### config.mk
export PLATFORM = sky130hd
export DESIGN_NAME = greedy_subsequence_cover_count_unit
export DESIGN_NICKNAME = d
export VERILOG_FILES = /design/src/rtl/gscc_pkg.sv /design/src/rtl/gscc_ctrl.sv /design/src/rtl/gscc_datapath.sv /design/src/rtl/greedy_subsequence_cover_count_unit.sv
export SDC_FILE = /design/constraint.sdc
export NUM_CORES = 1
export LEC_CHECK = 0
export BUFFER_PORTS_ARGS = -buffer_cell sky130_fd_sc_hd__buf_2
export CAP_MARGIN = 20
export CORE_MARGIN = 5
export CORE_UTILIZATION = 60
export CTS_CLUSTER_DIAMETER = 80
export CTS_CLUSTER_SIZE = 20
export DETAILED_ROUTE_END_ITERATION = 10
export HOLD_SLACK_MARGIN = 0.05
export PLACE_DENSITY_LB_ADDON = 0.2
export SLEW_MARGIN = 0
export SYNTH_ARGS = -nofsm -noshare
export SYNTH_HDL_FRONTEND = slang
export SYNTH_SLANG_ARGS = --single-unit
### constraint.sdc
create_clock -name clock -period 2.78 [get_ports clock]
set_input_delay 0.278 -clock clock [delete_from_list [all_inputs] [get_ports clock]]
set_output_delay 0.278 -clock clock [all_outputs]
set_load 0.05 [all_outputs]
### src/rtl/gscc_pkg.sv
// Shared types and constants of the greedy subsequence cover count unit.
package gscc_pkg;

   // Default store depth and pass counter width
   localparam int SRC_DEPTH_DEF  = 64;
   localparam int PASS_WIDTH_DEF = 16;

   // Fixed field widths of the item ports
   localparam int SYMBOL_W = 8;
   localparam int PASSES_W = 16;

   // Item kinds carried in req_type
   localparam logic KIND_SOURCE = 1'b0;
   localparam logic KIND_TARGET = 1'b1;

   // One input item
   typedef struct packed {
      logic                req_type;
      logic [SYMBOL_W-1:0] symbol;
      logic                last;
   } gscc_req_type;

   // One result item
   typedef struct packed {
      logic [PASSES_W-1:0] passes;
      logic                impossible;
   } gscc_rsp_type;

   // Controller to datapath commands
   typedef struct packed {
      logic src_store;
      logic tgt_begin;
      logic scan_en;
      logic finish;
   } gscc_cmd_type;

   // Datapath to controller status
   typedef struct packed {
      logic failed;
      logic scan_done;
   } gscc_status_type;

endpackage

### src/rtl/gscc_ctrl.sv
// Controller state machine: accepts items and sequences the source scan.
module gscc_ctrl (
   input  logic                      clock,
   input  logic                      reset,
   input  logic                      start,
   input  logic                      req_kind,
   input  gscc_pkg::gscc_status_type status,
   output logic                      busy,
   output gscc_pkg::gscc_cmd_type    cmd
);

   localparam logic [1:0] ST_IDLE   = 2'd0;
   localparam logic [1:0] ST_SCAN   = 2'd1;
   localparam logic [1:0] ST_FINISH = 2'd2;

   logic [1:0] state_ff;
   logic [1:0] state_in;
   logic       accept;

   assign busy   = (state_ff != ST_IDLE);
   assign accept = start && (state_ff == ST_IDLE);

   // Commands
   always_comb begin
      cmd.src_store = accept && (req_kind == gscc_pkg::KIND_SOURCE);
      cmd.tgt_begin = accept && (req_kind == gscc_pkg::KIND_TARGET);
      cmd.scan_en   = (state_ff == ST_SCAN);
      cmd.finish    = (state_ff == ST_FINISH);
   end

   // Next state
   always_comb begin
      state_in = state_ff;
      case (state_ff)
         ST_IDLE: begin
            if (cmd.tgt_begin) begin
               // a failed query skips the scan
               state_in = status.failed ? ST_FINISH : ST_SCAN;
            end
         end
         ST_SCAN: begin
            if (status.scan_done) begin
               state_in = ST_FINISH;
            end
         end
         ST_FINISH: begin
            state_in = ST_IDLE;
         end
         default: begin
            state_in = ST_IDLE;
         end
      endcase
   end

   always_ff @(posedge clock) begin
      if (reset) begin
         state_ff <= ST_IDLE;
      end else begin
         state_ff <= state_in;
      end
   end

endmodule

### src/rtl/gscc_datapath.sv
// Datapath: source store, scan pointer, compare pipeline and query counters.
module gscc_datapath #(
   parameter int SRC_DEPTH  = gscc_pkg::SRC_DEPTH_DEF,
   parameter int PASS_WIDTH = gscc_pkg::PASS_WIDTH_DEF
) (
   input  logic                      clock,
   input  logic                      reset,
   input  gscc_pkg::gscc_req_type    req_item,
   input  gscc_pkg::gscc_cmd_type    cmd,
   output gscc_pkg::gscc_status_type status,
   output logic                      rsp_valid,
   output gscc_pkg::gscc_rsp_type    rsp_item
);

   localparam int LEN_W = $clog2(SRC_DEPTH + 1);
   localparam int IDX_W = (SRC_DEPTH > 1) ? $clog2(SRC_DEPTH) : 1;

   // Source store
   logic [gscc_pkg::SYMBOL_W-1:0] mem [SRC_DEPTH];

   logic [LEN_W-1:0]              length_ff, length_in;
   logic                          closed_ff, closed_in;
   logic [LEN_W-1:0]              scan_pos_ff, scan_pos_in;
   logic [PASS_WIDTH-1:0]         pass_ff, pass_in;
   logic                          failed_ff, failed_in;
   logic [LEN_W-1:0]              ptr_ff, ptr_in;
   logic                          cmp_valid_ff, cmp_valid_in;
   logic [LEN_W-1:0]              cmp_idx_ff;
   logic                          wrapped_ff, wrapped_in;
   logic [gscc_pkg::SYMBOL_W-1:0] rd_data_ff;
   logic [gscc_pkg::SYMBOL_W-1:0] sym_ff;
   logic                          last_ff;
   logic                          rsp_valid_ff, rsp_valid_in;
   gscc_pkg::gscc_rsp_type        rsp_item_ff, rsp_item_in;

   logic [LEN_W-1:0] eff_len;
   logic             store_ok;
   logic             issue_ok;
   logic             sweep_end;
   logic             hit;
   logic             miss;
   logic             wrap;

   // A source item while the load is closed begins a fresh source
   assign eff_len  = closed_ff ? '0 : length_ff;
   assign store_ok = (eff_len < LEN_W'(SRC_DEPTH));

   // Scan: issue one read a cycle, compare the previous read
   assign issue_ok  = (ptr_ff < length_ff);
   assign sweep_end = !cmp_valid_ff && !issue_ok;
   assign hit       = cmd.scan_en && cmp_valid_ff && (rd_data_ff == sym_ff);
   assign miss      = cmd.scan_en && sweep_end && wrapped_ff;
   assign wrap      = cmd.scan_en && sweep_end && !wrapped_ff;

   assign status.failed    = failed_ff;
   assign status.scan_done = hit || miss;

   // Store write and registered read
   always_ff @(posedge clock) begin
      if (cmd.src_store && store_ok) begin
         mem[eff_len[IDX_W-1:0]] <= req_item.symbol;
      end
      if (cmd.scan_en && issue_ok) begin
         rd_data_ff <= mem[ptr_ff[IDX_W-1:0]];
      end
   end

   // Next values of load, query and scan state
   always_comb begin
      length_in    = length_ff;
      closed_in    = closed_ff;
      scan_pos_in  = scan_pos_ff;
      pass_in      = pass_ff;
      failed_in    = failed_ff;
      ptr_in       = ptr_ff;
      cmp_valid_in = 1'b0;
      wrapped_in   = wrapped_ff;
      rsp_valid_in = 1'b0;
      rsp_item_in  = rsp_item_ff;

      if (cmd.src_store) begin
         if (closed_ff) begin
            scan_pos_in = '0;
            pass_in     = PASS_WIDTH'(1);
            failed_in   = 1'b0;
         end
         length_in = store_ok ? eff_len + LEN_W'(1) : eff_len;
         closed_in = req_item.last;
      end

      if (cmd.tgt_begin) begin
         closed_in  = 1'b1;
         ptr_in     = scan_pos_ff;
         wrapped_in = 1'b0;
      end

      if (cmd.scan_en) begin
         if (hit) begin
            scan_pos_in = cmp_idx_ff + LEN_W'(1);
            if (wrapped_ff && (pass_ff != '1)) begin
               pass_in = pass_ff + PASS_WIDTH'(1);
            end
         end else if (miss) begin
            failed_in = 1'b1;
         end else if (wrap) begin
            ptr_in     = '0;
            wrapped_in = 1'b1;
         end else if (issue_ok) begin
            ptr_in       = ptr_ff + LEN_W'(1);
            cmp_valid_in = 1'b1;
         end
      end

      // Final target byte: emit and restart the query
      if (cmd.finish && last_ff) begin
         rsp_valid_in           = 1'b1;
         rsp_item_in.passes     = failed_ff ? '0 : gscc_pkg::PASSES_W'(pass_ff);
         rsp_item_in.impossible = failed_ff;
         scan_pos_in            = '0;
         pass_in                = PASS_WIDTH'(1);
         failed_in              = 1'b0;
      end
   end

   // Control state
   always_ff @(posedge clock) begin
      if (reset) begin
         length_ff    <= '0;
         closed_ff    <= 1'b1;
         scan_pos_ff  <= '0;
         pass_ff      <= PASS_WIDTH'(1);
         failed_ff    <= 1'b0;
         cmp_valid_ff <= 1'b0;
         wrapped_ff   <= 1'b0;
         rsp_valid_ff <= 1'b0;
      end else begin
         length_ff    <= length_in;
         closed_ff    <= closed_in;
         scan_pos_ff  <= scan_pos_in;
         pass_ff      <= pass_in;
         failed_ff    <= failed_in;
         cmp_valid_ff <= cmp_valid_in;
         wrapped_ff   <= wrapped_in;
         rsp_valid_ff <= rsp_valid_in;
      end
   end

   // Payload registers
   always_ff @(posedge clock) begin
      ptr_ff      <= ptr_in;
      cmp_idx_ff  <= ptr_ff;
      rsp_item_ff <= rsp_item_in;
      if (cmd.tgt_begin) begin
         sym_ff  <= req_item.symbol;
         last_ff <= req_item.last;
      end
   end

   assign rsp_valid = rsp_valid_ff;
   assign rsp_item  = rsp_item_ff;

endmodule

### src/rtl/greedy_subsequence_cover_count_unit.sv
// A source item leaves busy low, so sources stream one per cycle between target items.
// A target item holds busy while the store is read on the single read port, at most
// over the rest of the source and one wrapped sweep, through compare and sweep-end
// steps and a finish step; a failed query skips the scan.
// The result strobe is high in the first cycle with busy low after a final target byte.
// Reset (synchronous): source empty, load closed, query at its start values.
module greedy_subsequence_cover_count_unit #(
   parameter int SRC_DEPTH  = gscc_pkg::SRC_DEPTH_DEF,
   parameter int PASS_WIDTH = gscc_pkg::PASS_WIDTH_DEF
) (
   input  logic                   clock,
   input  logic                   reset,
   input  logic                   start,
   output logic                   busy,
   input  gscc_pkg::gscc_req_type req_item,
   output logic                   rsp_valid,
   output gscc_pkg::gscc_rsp_type rsp_item
);

   gscc_pkg::gscc_cmd_type    cmd;
   gscc_pkg::gscc_status_type status;

   // Sequencer
   gscc_ctrl u_ctrl (
      .clock    (clock),
      .reset    (reset),
      .start    (start),
      .req_kind (req_item.req_type),
      .status   (status),
      .busy     (busy),
      .cmd      (cmd)
   );

   // Store, scan and counters
   gscc_datapath #(
      .SRC_DEPTH  (SRC_DEPTH),
      .PASS_WIDTH (PASS_WIDTH)
   ) u_datapath (
      .clock     (clock),
      .reset     (reset),
      .req_item  (req_item),
      .cmd       (cmd),
      .status    (status),
      .rsp_valid (rsp_valid),
      .rsp_item  (rsp_item)
   );

endmodule

# After elaboration in Yosys (flattened, before gate mapping)
# Memories as Yosys holds them, arrays and structs flattened. A register that Yosys moved wholly into a read port is not among the register bits.
# Cells that the tools add are included.
# word_totals
wordCells,88
n_memories,1
out_inout_bits,19
ram_bits,512
ff_bits,77
# mem_list
name,words,word_bits,rd,rd_clocked_by_memory_dff,wr,line,text
u_datapath.mem,64,8,1,1,1,gscc_datapath.sv:19,logic [gscc_pkg::SYMBOL_W-1:0] mem [SRC_DEPTH];
# classes
muxes,35
bitwise_logic,2
reduce_logical,23
eq_ne,6
n_lt_le_gt_ge,2
addsub,4
# op_table
op,n
$mux W7,12
$mux W16,5
$add A7 B1 Y7 const B,3
$add A16 B1 Y16 const B,1
$ne A16 B16 Y1 const B,1
$mux W1,14
$logic_and A1 B1 Y1,13
$eq A8 B8 Y1,1
$lt A7 B7 Y1,1
$lt A7 B7 Y1 const B,1
$mux W2,3
$reduce_or A5 Y1,1
$ne A2 B2 Y1 const B,2
$pmux W2 S2,1
$reduce_or A2 Y1,2
$logic_not A1 Y1,3
$eq A2 B1 Y1 const B,1
$eq A2 B2 Y1 const B,1
$logic_not A2 Y1,1
$not A1 Y1,2
$reduce_and A2 Y1,1
$reduce_bool A2 Y1,1
$logic_or A1 B1 Y1,1

# Depth between registers and ports, before layout
# logic_depth
word_depth,9
mapped_depth,10
depth_no_buf,8

# By module
# A second synthesis with hierarchy kept.
# hier_totals
cells_unflattened,1265
area_unflattened_um2,23622.7
# by_module_without_submodules
module,n_inst,cells_per_inst,seq_area_each_um2,area_each_um2
gscc_datapath,1,1252,17376.7,23493.8
gscc_ctrl,1,13,40.0,128.9

# Worst setup path after synthesis
# No wires, ideal clock.
# synth_timing
path_type,reg-to-reg
startpoint,register u_datapath.length_ff[4]
endpoint,"register u_datapath.rd_data_ff[0] (netlist name) (read register of u_datapath.mem), enable pin"
arrival_ns,1.822
required_time_ns,2.409
period_less_slack_ns,2.192
setup_slack_ns,0.588
setup_ns,0.371
stages_incl_launch_ff,7
path_buffers,1
cell_sequence,dfxtp_1 > clkbuf_1 > inv_1 > ha_1 > a21oi_1 > o221ai_1 > nor2_1
# synth_via
elab_chain_cells,2
# synth_lines
item,line,text
start: declaration,gscc_datapath.sv:21,"logic [LEN_W-1:0] length_ff, length_in;"
start signal: assignment,gscc_datapath.sv:137,length_ff <= length_in;
$lt A7 B7 Y1,gscc_datapath.sv:49,assign issue_ok = (ptr_ff < length_ff);
$logic_and A1 B1 Y1,gscc_datapath.sv:63,if (cmd.scan_en && issue_ok) begin
end: declaration,gscc_datapath.sv:30,logic [gscc_pkg::SYMBOL_W-1:0] rd_data_ff;
# Every way passes these cells.
# A chain may end at the register's enable or synchronous reset.

# Worst setup path after layout
# layout_timing
startpoint,register u_datapath.ptr_ff[0]
endpoint,"register u_datapath.rd_data_ff[3] (netlist name) (read register of u_datapath.mem), data pin"
# layout_via
elab_chain_cells,2
# layout_lines
item,line,text
start: declaration,gscc_datapath.sv:26,"logic [LEN_W-1:0] ptr_ff, ptr_in;"
start signal: assignment,gscc_datapath.sv:150,ptr_ff <= ptr_in;
$lt A7 B7 Y1,gscc_datapath.sv:49,
$logic_and A1 B1 Y1,gscc_datapath.sv:63,
# Parallel ways exist; a longest one is shown, timed or not.

==> run metrics <==
routed len/inst 26.3 µm; CTS tree done; GR Overflow Total 0; worst skew pair latency 0.58 ns; Critical Path RT a little over 3 ns; post-layout minimum cycle time approximately 2.6 ns; worst hold-check path type primary input to flip-flop; Die X 210 µm; CTS Buf Count 36; critical path class flip-flop to flip-flop; startpoint type of the worst setup path flip-flop; port bufs 31; leak pwr 8.35 nW; top cells by area, synth edfxtp_1 (68%), mux4_2 (8.7%), dfxtp_1 (4.3%); delay-heaviest family, CP multiplexers; worst hold endpoint u_datapath.closed_ff; HP Start start; Syn Area/Cell ~17 µm²; sequential element share of the synthesized area a little over 70%; clock tree buffer depth 3; first-pass GRT wire length 81700 µm; largest net degree at the start of global routing 66; RSZ-0062 raised after global routing false; r2r setup slk roughly 0.22 ns; Mapped Cells 1373; final RePlAce weighted congestion 0.903; setup TNS 0 ns; CTS root buffer clkbuf_16; hold path cells 3; critical path cell sequence buf_12 > mux4_2 > mux2i_1 > nor2_1 > a2111oi_0 > a211oi_1; die footprint 44000 µm²; Synthesized Nets between 1000 and 1500; Yosys reg bits 597; initial drt markers 1437; Peak VDD IR 513 µV; Final #Nets 1545; hold slack just under 0.1 ns; CTS resizes 0; final std cells w/o fill 2062; CTS H-tree lvls 2; MaxCap Viol Count 0; Post-Synthesis Cell Area 24000 µm²; CP endpoint kind flip-flop; Data arrival, critical path approximately 2.9 ns; CP peak stage delay 0.55 ns; core area 39600 µm²; # setup viols final 0; Post-route DRC 0; Main synth FF type edfxtp_1; diode count 0; GRT Overall Usage 24.8%; worst reg2reg path startpoint u_datapath.ptr_ff[0]; layout cell share with drive strength beyond 1 21.6%; filler cell count 2689; DP Cell Count 2005; Synth warnings 0; clk_skew 0.0211 ns; Async SR Flop Fraction 0%; vias per cell ~6.4; maximum fanout along the worst path 36; outcome finished clean; highest-delay cell along the critical path mux4_2; Max Fclk 0.391 GHz; PD cells 612 nW/µm²; Final Hold Vio Count 0; Yosys top cell by area edfxtp_1; post-synth cell types slightly above 70; Detailed Place HPWL 35400 µm; DR pass1 iterations 6; DR vias 13100; fin util 66.9%; clock slew at reported path FFs 0.08 ns; effective utilization at floorplan 60.4%; cell depth of the worst flop-to-flop path 6; worst path bufs/invs 1; synthesis-to-finish area growth 10.8%; worst-margin pin slew 0.980 ns; number of global-route vias before repair 13000; relative slew slack 33.9%; antenna-violating nets left 0; footprint of the multi-input gates around 6000 µm²; Die Y 210 µm; WL final 54200 µm; Post-synth EDFFs 546; I/O pin count 32; Final Power 16.2 mW; fin crit share 92.1%; register area between 15000 and 20000 µm²; Slew Viols, Final 0; Sink Count 597; initial antenna violation count 0; top cell type's share of synthesized area 68.5%; Std-Cell Rows 73; capturing point of the worst reg2reg path u_datapath.rd_data_ff[3]
## cell families after synthesis
kind of cell	synth area share, %
XOR/XNOR	0.585
buffers and inverters	2.00
AO/OA/AOI/OAI	4.77
flip-flops	72.7
multiplexers	12.9
AND/OR/NAND/NOR	6.52
adder cells (fa/ha/maj)	0.522
## Yosys cell counts, types with 12 or more instances
library cell	number
edfxtp_1	546
nor2_1	124
mux4_2	92
mux2i_1	78
nand2_1	58
dfxtp_1	51
nand3_1	38
clkbuf_1	32
a21oi_1	30
o22ai_1	27
nor2b_1	24
inv_1	17
nor3_1	16
xnor2_1	15
buf_2	14
o21ai_0	12
## cell usage in the layout, fill, tap and decap left out, types with 8 or more instances in the layout
cell,instances
ha_1,10
a211o_1,11
clkbuf_16,37
nand4_1,8
nand2_1,58
clkbuf_1,10
mux4_1,8
nand3_1,38
inv_1,17
dfxtp_1,48
xnor2_1,15
nor3_1,16
a211oi_1,11
o31ai_1,10
o221ai_1,10
o22ai_1,27
or2_2,10
nor2_1,124
buf_4,138
o21ai_0,12
a21oi_1,30
nor2b_1,24
nand2b_1,8
mux2i_1,78
buf_2,31
mux4_2,92
edfxtp_1,546
## worst register-to-register path, stage by stage (launching register included)
cell	delay [ns]
dfxtp_4	0.54
buf_12	0.33
mux4_2	0.59
mux2i_1	0.19
nor2_1	0.11
a2111oi_0	0.48
a211oi_1	0.08
## cell type report
type	count	share of cell area [%]
clock buffers	47	3.63
well taps	525	2.48
clock inverters	6	0.184
flip-flops and latches	597	65.7
inverters	18	0.255
repair buffers	177	4.96
multi-input cells	692	22.8
## routing by layer
layer | up-vias | GRT usage, % | wire, µm | share of wire [%]
met3 | 96 | 4.25 | 4320 | 8.0
met4 | 0 | 7.40 | 1730 | 3.2
met5 | - | 0 | 0 | 0
li1 | 5769 | - | - | -
met2 | 574 | 38.8 | 25600 | 47
met1 | 6665 | 36.6 | 22600 | 42
## power breakdown
part / switching, mW / internal [mW]
sequential: 0.0505 / 9.81
combinational: 0.624 / 0.505
clock: 2.80 / 2.46
## per-stage QoR
step / cell area, µm² / setup slack, ns
after global placement: 25500 / 0.163
after global routing: 26500 / 0.0867
after CTS: 26500 / 0.108
after floorplan: 24000 / 0.588
final: 26500 / 0.221
after detailed placement: 25500 / 0.134
## flip-flops by register name, indices dropped and copies added, names as in the netlist
signal	count
u_datapath.failed_ff	1
u_datapath.mem	512
u_datapath.rsp_valid	1
u_datapath.scan_pos_ff	7
u_datapath.cmp_valid_ff	1
u_datapath.rd_data_ff	8
u_datapath.pass_ff	16
u_ctrl.state_ff	2
u_datapath.wrapped_ff	1
u_datapath.cmp_idx_ff	7
u_datapath.sym_ff	8
u_datapath.closed_ff	1
u_datapath.last_ff	1
u_datapath.rsp_item	17
u_datapath.length_ff	7
u_datapath.ptr_ff	7
## how the worst max path moves through the flow
stage | startpoint | slack, ns | end | cells past startpoint
finish | u_datapath.ptr_ff[0] | 0.22 | u_datapath.rd_data_ff[3] | 6
global route | u_datapath.ptr_ff[0] | 0.09 | u_datapath.rd_data_ff[3] | 6
global placement | u_datapath.ptr_ff[0] | 0.16 | u_datapath.rd_data_ff[2] | 6
detailed placement | u_datapath.ptr_ff[0] | 0.13 | u_datapath.rd_data_ff[3] | 6
CTS | u_datapath.ptr_ff[0] | 0.11 | u_datapath.rd_data_ff[3] | 6
floorplan | u_datapath.length_ff[4] | 0.59 | u_datapath.rd_data_ff[0] | 6
## what timing repair did
item                                    4_1_cts  5_1_grt
endpoints found under the hold margin        11        0
buffers inserted                              0        1
hold buffers                                  3        0
endpoints found under the setup margin        0        1
Note: power is estimated with default switching activity, not from simulation.
